--- config.mk ---
export PLATFORM = sky130hd
export DESIGN_NAME = windowed_multichannel_peak_meter
export DESIGN_NICKNAME = d
export VERILOG_FILES = /design/src/rtl/core/wmpm_pkg.sv /design/src/rtl/core/windowed_multichannel_peak_meter.sv /design/src/rtl/core/wmpm_ram.sv /design/src/rtl/core/wmpm_report.sv
export SDC_FILE = /design/constraint.sdc
export NUM_CORES = 1
export LEC_CHECK = 0
export BUFFER_PORTS_ARGS = -buffer_cell sky130_fd_sc_hd__buf_4
export CAP_MARGIN = 25
export CORE_MARGIN = 3
export CORE_UTILIZATION = 45
export DETAILED_ROUTE_END_ITERATION = 6
export GPL_TIMING_DRIVEN = 0
export PLACE_DENSITY_LB_ADDON = 0.05
export SLEW_MARGIN = 20
export SYNTH_ARGS = -nofsm -noshare
export SYNTH_HDL_FRONTEND = slang
export SYNTH_SLANG_ARGS = --single-unit
--- constraint.sdc ---
create_clock -name i_clk -period 8.2 [get_ports i_clk]
set_input_delay 0.41 -clock i_clk [delete_from_list [all_inputs] [get_ports i_clk]]
set_output_delay 0.41 -clock i_clk [all_outputs]
set_load 0.005 [all_outputs]
--- src/rtl/core/wmpm_pkg.sv ---
// Shared widths, register indexes and control structs of the peak meter.
package wmpm_pkg;

    localparam int SAMPLE_W   = 24;
    localparam int CH_W       = 4;
    localparam int NCH_W      = 5;
    localparam int CNT_W      = 25;
    localparam int CFG_IDX_W  = 2;
    localparam int CFG_DATA_W = 24;
    localparam int CH_LIMIT   = 16;

    localparam logic [CFG_IDX_W-1:0] CFG_ENABLE = 2'd0;
    localparam logic [CFG_IDX_W-1:0] CFG_ACTIVE = 2'd1;
    localparam logic [CFG_IDX_W-1:0] CFG_WINDOW = 2'd2;

    localparam logic [NCH_W-1:0]    RST_ACTIVE = 5'd1;
    localparam logic [SAMPLE_W-1:0] RST_WINDOW = 24'd4096;

    // report request from the fold stage to the sequencer
    typedef struct packed {
        logic             vld;
        logic [NCH_W-1:0] nch;
    } t_rpt_start;

    // read request from the sequencer to the peak memory
    typedef struct packed {
        logic            en;
        logic [CH_W-1:0] addr;
    } t_rd_req;

    typedef struct packed {
        logic busy;
        logic done;
    } t_rpt_stat;

endpackage

--- src/rtl/core/windowed_multichannel_peak_meter.sv ---
// Top level: configuration, peak fold read-modify-write, window counter, report.
// A triggering block end passes the fold stage register and the S_REQ and S_WAIT
// states before its first result is registered at the output. Throughput: one sample
// per cycle; input stalls after an enabled block end until its report decision, and
// while a report reads each active peak. Reset: registers take their defaults;
// per-channel valid bits make all peaks read as zero at once; no clearing pass.
module windowed_multichannel_peak_meter #(
    parameter int MAX_CHANS = 16,
    parameter int BLOCK_LEN = 32
) (
    input  logic                                 i_clk,
    input  logic                                 i_rst_n,
    input  logic                                 i_cfg_we,
    input  logic [wmpm_pkg::CFG_IDX_W-1:0]       i_cfg_idx,
    input  logic [wmpm_pkg::CFG_DATA_W-1:0]      i_cfg_data,
    input  logic                                 s_tvalid,
    output logic                                 s_tready,
    input  logic [wmpm_pkg::SAMPLE_W-1:0]        s_tdata,  // [23:0] sample
    input  logic [wmpm_pkg::CH_W-1:0]            s_tuser,  // [3:0] channel
    input  logic                                 s_tlast,  // block_end
    output logic                                 m_tvalid,
    input  logic                                 m_tready,
    output logic [wmpm_pkg::SAMPLE_W-1:0]        m_tdata,  // [23:0] peak
    output logic [wmpm_pkg::CH_W-1:0]            m_tuser,  // [3:0] peak_channel
    output logic                                 m_tlast   // last
);

    localparam int NUM_CH = (MAX_CHANS < wmpm_pkg::CH_LIMIT) ? MAX_CHANS : wmpm_pkg::CH_LIMIT;
    localparam int AW     = (NUM_CH > 1) ? $clog2(NUM_CH) : 1;
    localparam int SUM_W  = wmpm_pkg::CNT_W + 1;
    localparam logic [SUM_W-1:0] BLK_INC = SUM_W'(BLOCK_LEN);
    localparam logic [SUM_W-1:0] CNT_SAT = {1'b0, {wmpm_pkg::CNT_W{1'b1}}};
    localparam logic [wmpm_pkg::NCH_W-1:0] NCH_MAX = wmpm_pkg::NCH_W'(NUM_CH);

    // configuration
    logic                              r_enable;
    logic [wmpm_pkg::NCH_W-1:0]        r_active;
    logic [wmpm_pkg::SAMPLE_W-1:0]     r_window;
    logic [wmpm_pkg::NCH_W-1:0]        nch;

    // fold stage
    logic                              s_acc;
    logic                              r_s1_vld;
    logic [wmpm_pkg::SAMPLE_W-1:0]     r_s1_sample;
    logic [wmpm_pkg::CH_W-1:0]         r_s1_ch;
    logic                              r_s1_last;
    logic                              r_rd_vld;
    logic                              r_fw_vld;
    logic [wmpm_pkg::CH_W-1:0]         r_fw_ch;
    logic [wmpm_pkg::SAMPLE_W-1:0]     r_fw_val;
    logic [NUM_CH-1:0]                 r_valid;
    logic [wmpm_pkg::CNT_W-1:0]        r_count;

    logic [wmpm_pkg::SAMPLE_W-1:0]     ram_q;
    logic [wmpm_pkg::SAMPLE_W-1:0]     rd_masked;
    logic [wmpm_pkg::SAMPLE_W-1:0]     mag;
    logic [wmpm_pkg::SAMPLE_W-1:0]     old_peak;
    logic [wmpm_pkg::SAMPLE_W-1:0]     new_peak;
    logic                              wr_en;
    logic                              blk_end;
    logic [SUM_W-1:0]                  cnt_sum;
    logic [wmpm_pkg::CNT_W-1:0]        cnt_next;
    logic                              trigger;

    logic                              ram_re;
    logic [AW-1:0]                     ram_raddr;
    logic [AW-1:0]                     ram_waddr;
    logic                              raddr_ok;
    logic [wmpm_pkg::CH_W-1:0]         rd_ch;

    wmpm_pkg::t_rpt_start              rpt_start;
    wmpm_pkg::t_rd_req                 rpt_rd;
    wmpm_pkg::t_rpt_stat               rpt_stat;

    always_ff @(posedge i_clk) begin
        if (!i_rst_n) begin
            r_enable <= 1'b0;
            r_active <= wmpm_pkg::RST_ACTIVE;
            r_window <= wmpm_pkg::RST_WINDOW;
        end else if (i_cfg_we) begin
            case (i_cfg_idx)
                wmpm_pkg::CFG_ENABLE: r_enable <= i_cfg_data[0];
                wmpm_pkg::CFG_ACTIVE: r_active <= i_cfg_data[wmpm_pkg::NCH_W-1:0];
                wmpm_pkg::CFG_WINDOW: r_window <= i_cfg_data;
                default: ;
            endcase
        end
    end

    // clamp the channel count to 1 .. NUM_CH
    always_comb begin
        if (r_active == '0) begin
            nch = wmpm_pkg::NCH_W'(1);
        end else if (r_active > NCH_MAX) begin
            nch = NCH_MAX;
        end else begin
            nch = r_active;
        end
    end

    // stall behind a block end until its report decision is made, and during a report
    assign s_tready = !rpt_stat.busy && !(r_s1_vld && r_s1_last);
    assign s_acc    = s_tvalid && s_tready;

    // peak memory read port: input samples, or the sequencer during a report
    assign ram_re    = s_acc || rpt_rd.en;
    assign rd_ch     = rpt_rd.en ? rpt_rd.addr : s_tuser;
    assign ram_raddr = rd_ch[AW-1:0];
    assign raddr_ok  = {1'b0, rd_ch} < NCH_MAX;
    assign ram_waddr = r_s1_ch[AW-1:0];

    wmpm_ram #(
        .WIDTH (wmpm_pkg::SAMPLE_W),
        .DEPTH (NUM_CH)
    ) u_peaks (
        .i_clk   (i_clk),
        .i_we    (wr_en),
        .i_waddr (ram_waddr),
        .i_wdata (new_peak),
        .i_re    (ram_re),
        .i_raddr (ram_raddr),
        .o_rdata (ram_q)
    );

    // an entry not written since the last clear reads as zero
    assign rd_masked = r_rd_vld ? ram_q : '0;

    assign mag = r_s1_sample[wmpm_pkg::SAMPLE_W-1] ? (~r_s1_sample + wmpm_pkg::SAMPLE_W'(1))
                                                   : r_s1_sample;

    // forward the previous write when the same channel follows at once
    assign old_peak = (r_fw_vld && (r_fw_ch == r_s1_ch)) ? r_fw_val : rd_masked;
    assign new_peak = (mag > old_peak) ? mag : old_peak;
    assign wr_en    = r_s1_vld && ({1'b0, r_s1_ch} < nch);

    assign blk_end  = r_s1_vld && r_s1_last;
    assign cnt_sum  = {1'b0, r_count} + BLK_INC;
    assign cnt_next = (cnt_sum > CNT_SAT) ? CNT_SAT[wmpm_pkg::CNT_W-1:0]
                                          : cnt_sum[wmpm_pkg::CNT_W-1:0];
    assign trigger  = blk_end && (cnt_next >= {1'b0, r_window});

    assign rpt_start.vld = trigger;
    assign rpt_start.nch = nch;

    always_ff @(posedge i_clk) begin
        if (!i_rst_n) begin
            r_s1_vld <= 1'b0;
            r_fw_vld <= 1'b0;
            r_valid  <= '0;
            r_count  <= '0;
        end else begin
            r_s1_vld <= s_acc && r_enable;
            r_fw_vld <= wr_en;
            if (rpt_stat.done) begin
                r_valid <= '0;
            end else if (wr_en) begin
                r_valid[ram_waddr] <= 1'b1;
            end
            if (blk_end) begin
                r_count <= trigger ? '0 : cnt_next;
            end
        end
        if (s_acc) begin
            r_s1_sample <= s_tdata;
            r_s1_ch     <= s_tuser;
            r_s1_last   <= s_tlast;
        end
        if (ram_re) begin
            r_rd_vld <= raddr_ok && r_valid[ram_raddr];
        end
        r_fw_ch  <= r_s1_ch;
        r_fw_val <= new_peak;
    end

    wmpm_report u_report (
        .i_clk    (i_clk),
        .i_rst_n  (i_rst_n),
        .i_start  (rpt_start),
        .i_rdata  (rd_masked),
        .o_rd     (rpt_rd),
        .o_stat   (rpt_stat),
        .m_tvalid (m_tvalid),
        .m_tready (m_tready),
        .m_tdata  (m_tdata),
        .m_tuser  (m_tuser),
        .m_tlast  (m_tlast)
    );

endmodule

--- src/rtl/core/wmpm_ram.sv ---
// Generic single-write, single-read RAM with registered read data.
module wmpm_ram #(
    parameter int WIDTH = 24,
    parameter int DEPTH = 16
) (
    input  logic                                    i_clk,
    input  logic                                    i_we,
    input  logic [((DEPTH > 1) ? $clog2(DEPTH) : 1)-1:0] i_waddr,
    input  logic [WIDTH-1:0]                        i_wdata,
    input  logic                                    i_re,
    input  logic [((DEPTH > 1) ? $clog2(DEPTH) : 1)-1:0] i_raddr,
    output logic [WIDTH-1:0]                        o_rdata
);

    logic [WIDTH-1:0] r_mem [DEPTH];
    logic [WIDTH-1:0] r_q;

    always_ff @(posedge i_clk) begin
        if (i_we) begin
            r_mem[i_waddr] <= i_wdata;
        end
        if (i_re) begin
            r_q <= r_mem[i_raddr];
        end
    end

    assign o_rdata = r_q;

endmodule

--- src/rtl/core/wmpm_report.sv ---
// Report sequencer: reads each active channel's peak and drives the result stream.
module wmpm_report (
    input  logic                             i_clk,
    input  logic                             i_rst_n,
    input  wmpm_pkg::t_rpt_start             i_start,
    input  logic [wmpm_pkg::SAMPLE_W-1:0]    i_rdata,
    output wmpm_pkg::t_rd_req                o_rd,
    output wmpm_pkg::t_rpt_stat              o_stat,
    output logic                             m_tvalid,
    input  logic                             m_tready,
    output logic [wmpm_pkg::SAMPLE_W-1:0]    m_tdata,  // [23:0] peak
    output logic [wmpm_pkg::CH_W-1:0]        m_tuser,  // [3:0] peak_channel
    output logic                             m_tlast
);

    typedef enum logic [2:0] {
        S_RUN  = 3'b001,
        S_REQ  = 3'b010,
        S_WAIT = 3'b100
    } t_state;

    t_state                         r_state, n_state;
    logic [wmpm_pkg::CH_W-1:0]      r_idx, n_idx;
    logic [wmpm_pkg::NCH_W-1:0]     r_nch, n_nch;
    logic                           r_valid, n_valid;
    logic [wmpm_pkg::SAMPLE_W-1:0]  r_peak, n_peak;
    logic [wmpm_pkg::CH_W-1:0]      r_ch, n_ch;
    logic                           r_last, n_last;
    logic                           is_last;
    logic                           done;

    assign is_last = ({1'b0, r_idx} + wmpm_pkg::NCH_W'(1)) == r_nch;

    always_comb begin
        n_state = r_state;
        n_idx   = r_idx;
        n_nch   = r_nch;
        n_valid = r_valid;
        n_peak  = r_peak;
        n_ch    = r_ch;
        n_last  = r_last;
        done    = 1'b0;
        if (r_valid && m_tready) begin
            n_valid = 1'b0;
        end
        case (r_state)
            S_RUN: begin
                if (i_start.vld) begin
                    n_state = S_REQ;
                    n_idx   = '0;
                    n_nch   = i_start.nch;
                end
            end
            S_REQ: begin
                n_state = S_WAIT;
            end
            S_WAIT: begin
                // hold the read data until the output register is free
                if (!r_valid || m_tready) begin
                    n_valid = 1'b1;
                    n_peak  = i_rdata;
                    n_ch    = r_idx;
                    n_last  = is_last;
                    if (is_last) begin
                        n_state = S_RUN;
                        done    = 1'b1;
                    end else begin
                        n_state = S_REQ;
                        n_idx   = r_idx + wmpm_pkg::CH_W'(1);
                    end
                end
            end
            default: begin
                n_state = S_RUN;
            end
        endcase
    end

    always_ff @(posedge i_clk) begin
        if (!i_rst_n) begin
            r_state <= S_RUN;
            r_valid <= 1'b0;
        end else begin
            r_state <= n_state;
            r_valid <= n_valid;
        end
        r_idx  <= n_idx;
        r_nch  <= n_nch;
        r_peak <= n_peak;
        r_ch   <= n_ch;
        r_last <= n_last;
    end

    assign o_rd.en     = (r_state == S_REQ);
    assign o_rd.addr   = r_idx;
    assign o_stat.busy = (r_state != S_RUN);
    assign o_stat.done = done;

    assign m_tvalid = r_valid;
    assign m_tdata  = r_peak;
    assign m_tuser  = r_ch;
    assign m_tlast  = r_last;

endmodule

==> impl_metrics.yaml <==
timing:
  worst_slack_ns: 2.34
  maxSlewViolCount: 0
  hold_viol_final: 0
  period_share_pct: 71.5
  fin_hold_ws_ns: 0.0536
  tns_ns: 0
  fmax_mhz: 171
  grt_setup_unrepaired: "false"
  finClkSkew_ns: 0.0209
  worst_slew_pin_slew_ns: 1.05
  relSlewSlack_pct: 28.8
  setup_viol: 0
  period_needed_ns: 5.86
layout:
  area_growth_pct: 18.5
  fin_nets: 1827
  antennaDiodeCount: 0
  final_cell_area_sq_mm: 0.0282
  layout-drive-gt1-share_pct: 22.7
  fin_util_pct: 54.5
critical_path:
  slowest_delay_ns: 0.92
  crit_slowest_cell: "mux2i_2"
  critPathBufInv: 3
  cp_cell_sequence: "xor2_1 -> nor4_2 -> buf_2 -> mux2i_1 -> ha_1 -> nand3_1 -> nor4_1 -> nand2_1 -> nor3_1 -> mux2i_1 -> a21bo_2 -> clkbuf_1 -> buf_2 -> mux2i_2"
  worstPathRequired_ns: 8.46
  r2r_slack_ns: 2.34
  worstSetupStartpointType: "register"
  worstSetupEndpointType: "register"
  r2r-end: "u_peaks.r_mem[3][18]$_DFFE_PP_"
  cp_max_fo: 17
  cp_data_arrival_time_ns: 6.13
  worstSetupPathType: "reg2reg"
  cp_top_family: "simple AND/OR/NAND/NOR gates"
  r2r_start: "r_s1_ch[2]$_DFFE_PP_"
  path_depth: 14
  rr_worst_depth: 14
global_route:
  grt_pass1_wl_um: 86800
  grt_max_degree: 31
  grt_usage_pct: 20.8
  first_global_vias: 13700
  antenna_found_initial: 0
  grt-ovfl-total: 0
placed_design:
  place_congestion: 0.820
  pre_cts_slack_ns: 2.36
  placed_area_sq_mm: 0.0261
  dp_hpwl_um: 40600
  portBuffers: 89
floorplanning:
  io_pins: 91
  die_area_sq_mm: 0.0558
  core-area_sq_mm: 0.0518
  die_h_um: 236
  die_w_um: 236
  start_util_pct: 46.0
  rows: 83
clock_tree:
  path_clk_slew_ns: 0.06
  cts_setup_buffers: 0
  cts-root-buf: "clkbuf_16"
  clk_latency_ns: 0.62
  htree_levels: 2
  clock_path_buffers: 3
  cts_tree: "yes"
  cts.sinks: 581
  numCtsBuffers: 59
logic_synthesis:
  ys.flop_type: "edfxtp_1"
  synth.net_count: 1614
  ys.warnings.count: 0
  ys_ff_latch: 581
  yosysSeqAreaShare_pct: 68.8
  synth_edf_count: 476
  syn_area_per_cell_sq_um: 15.9
  synthArstFlopShare_pct: 0
  synthesis.area_sq_mm: 0.0238
  syn_inst: 1500
  ys_types: 68
route:
  drtIter0Drc: 922
  wl_per_cell_um: 23.8
  drcViolationCount: 0
  ant_nets: 0
  met3_length_um: 2610
  top_layer_used: "met4"
  routed_wl_um: 58000
  met2_length_um: 29000
  via_per_inst: 5.48
  wl_met1_um: 24700
  via_count: 13400
  first_pass_iters: 5
worst_hold_path:
  whs_path_depth: 3
  holdPathEnd: "r_active[0]$_SDFFE_PN1P_"
  hp-start: "i_cfg_data[0]"
  hp-class: "in2reg"
run_status:
  status: "complete, no violations"
power:
  peakVddDrop_mv: 0.199
  power_leakage_nw: 9.78
  power_density_mw_per_mm2: 229
job:
  maxCapViolCount: 0
==> layout by cell type, fill, tap and decap left out, types with 6 or more instances in the layout <==
cell / Yosys / routed
a22o_1: 11 / 11
clkinv_1: 1 / 10
nor2b_1: 8 / 8
clkinv_2: 0 / 9
and2_1: 26 / 26
buf_2: 17 / 17
mux2i_1: 56 / 33
or3_1: 7 / 7
mux2_2: 6 / 6
nor2_1: 62 / 52
nor2_4: 1 / 11
a22oi_1: 50 / 50
clkbuf_1: 44 / 60
mux2i_2: 0 / 22
xnor2_1: 14 / 14
buf_16: 0 / 11
dfxtp_1: 105 / 105
ha_1: 54 / 54
buf_4: 2 / 100
and3_1: 8 / 8
nand3_1: 17 / 17
nand2_1: 124 / 124
mux4_2: 100 / 100
a21oi_1: 57 / 57
a211oi_1: 9 / 9
clkbuf_16: 0 / 60
a31oi_1: 6 / 6
xor2_1: 28 / 28
nand4_1: 10 / 10
o21ai_0: 24 / 23
edfxtp_1: 476 / 476
nand2b_1: 17 / 17
inv_1: 66 / 61
dlygate4sd3_1: 0 / 30
buf_6: 2 / 14
o21ba_2: 8 / 8
nor3_1: 15 / 12
==> sequential cells by signal (all words and copies together), names as in the netlist, 3 cells and up <==
register and count:
u_peaks.r_mem 384, r_count 25, r_fw_val 24, r_s1_sample 24, r_window 24, u_peaks.o_rdata 24
u_report.m_tdata 24, r_valid 16, r_active 5, u_report.r_nch 5, r_fw_ch 4, r_s1_ch 4
u_report.m_tuser 4, u_report.r_idx 4, u_report.r_state 3
==> where the power goes <==
group | leakage, nW | internal, mW | switching (mW)
Sequential | 5.21 | 3.33 | 0.0245
Clock | 0.904 | 1.51 | 1.09
Combinational | 3.66 | 0.185 | 0.323
==> cell usage after synthesis (5+ instances only) <==
cell,instances,area share (%)
a211oi_1,9,0.28
edfxtp_1,476,60
a22oi_1,50,1.6
nand2_1,124,2.0
nand4_1,10,0.26
or3_1,7,0.18
nor2_1,62,0.98
nand2b_1,17,0.45
o21a_1,5,0.16
a31oi_1,6,0.16
o31ai_1,5,0.16
ha_1,54,2.8
mux2i_1,56,2.4
xor2_1,28,1.0
a21oi_1,57,1.2
nor3_1,15,0.31
mux2_2,6,0.28
and2_1,26,0.68
nor2b_1,8,0.21
clkbuf_1,44,0.69
o21ba_2,8,0.34
and3_1,8,0.21
nor4_1,5,0.13
xnor2_1,14,0.51
nand3_1,17,0.36
mux4_2,100,9.4
buf_2,17,0.36
dfxtp_1,105,8.8
inv_1,66,1.0
a22o_1,11,0.40
o21ai_0,24,0.50
==> cell type report <==
class,instances,area [sq um]
sequential,581,16400
tap,680,851
buffer,65,288
inverter,67,251
timing repair buffer,152,1490
clock buffer,78,1590
fill,4182,23600
clock inverter,27,269
multi-input combinational,787,7110
==> routing by layer <==
layer  vias to the layer above  global-route usage, %
met4                         0                   6.54
met1                      6750                   27.8
met3                        93                   2.89
met5                         -                      0
li1                       6208                      -
met2                       312                   35.6
==> how the worst max path moves through the flow <==
stage / from / to / slack (ns)
final: r_s1_ch[2]$_DFFE_PP_ / u_peaks.r_mem[3][18]$_DFFE_PP_ / 2.34
after global routing: r_s1_sample[4]$_DFFE_PP_ / u_peaks.r_mem[0][3]$_DFFE_PP_ / 1.86
after CTS: r_s1_ch[2]$_DFFE_PP_ / u_peaks.r_mem[7][4]$_DFFE_PP_ / 2.29
after detailed placement: r_s1_ch[2]$_DFFE_PP_ / u_peaks.r_mem[4][4]$_DFFE_PP_ / 2.36
after global placement: r_s1_ch[2]$_DFFE_PP_ / u_peaks.r_mem[15][7]$_DFFE_PP_ / 1.90
after floorplan: r_s1_sample[4]$_DFFE_PP_ / u_peaks.r_mem[0][10]$_DFFE_PP_ / 3.67
==> worst min-delay path: cells and delay by family <==
family	cells	cell delay (ns)
multiplexers	1	0.06
buffers and inverters	1	0.10
AND/OR/NAND/NOR	1	0.06
==> cell families after synthesis <==
logic type | share of synthesized area (%)
flip-flops | 68.8
adder cells (fa/ha/maj) | 2.83
buffers and inverters | 2.26
multiplexers | 12.1
AO/OA/AOI/OAI | 5.62
AND/OR/NAND/NOR | 6.89
XOR/XNOR | 1.54
==> stage by stage <==
step                      total power, mW  cells
final                                6.46   2437
after CTS                            6.53   2436
after global routing                 6.69   2437
after global placement               3.87   2269
after detailed placement             3.92   2301
after floorplan                      3.69   1500
==> what timing repair did <==
item	CTS	global route
gates resized for setup	0	0
hold buffers	30	0
hold endpoints to repair	30	0
Power figures use the tool's default switching activity.
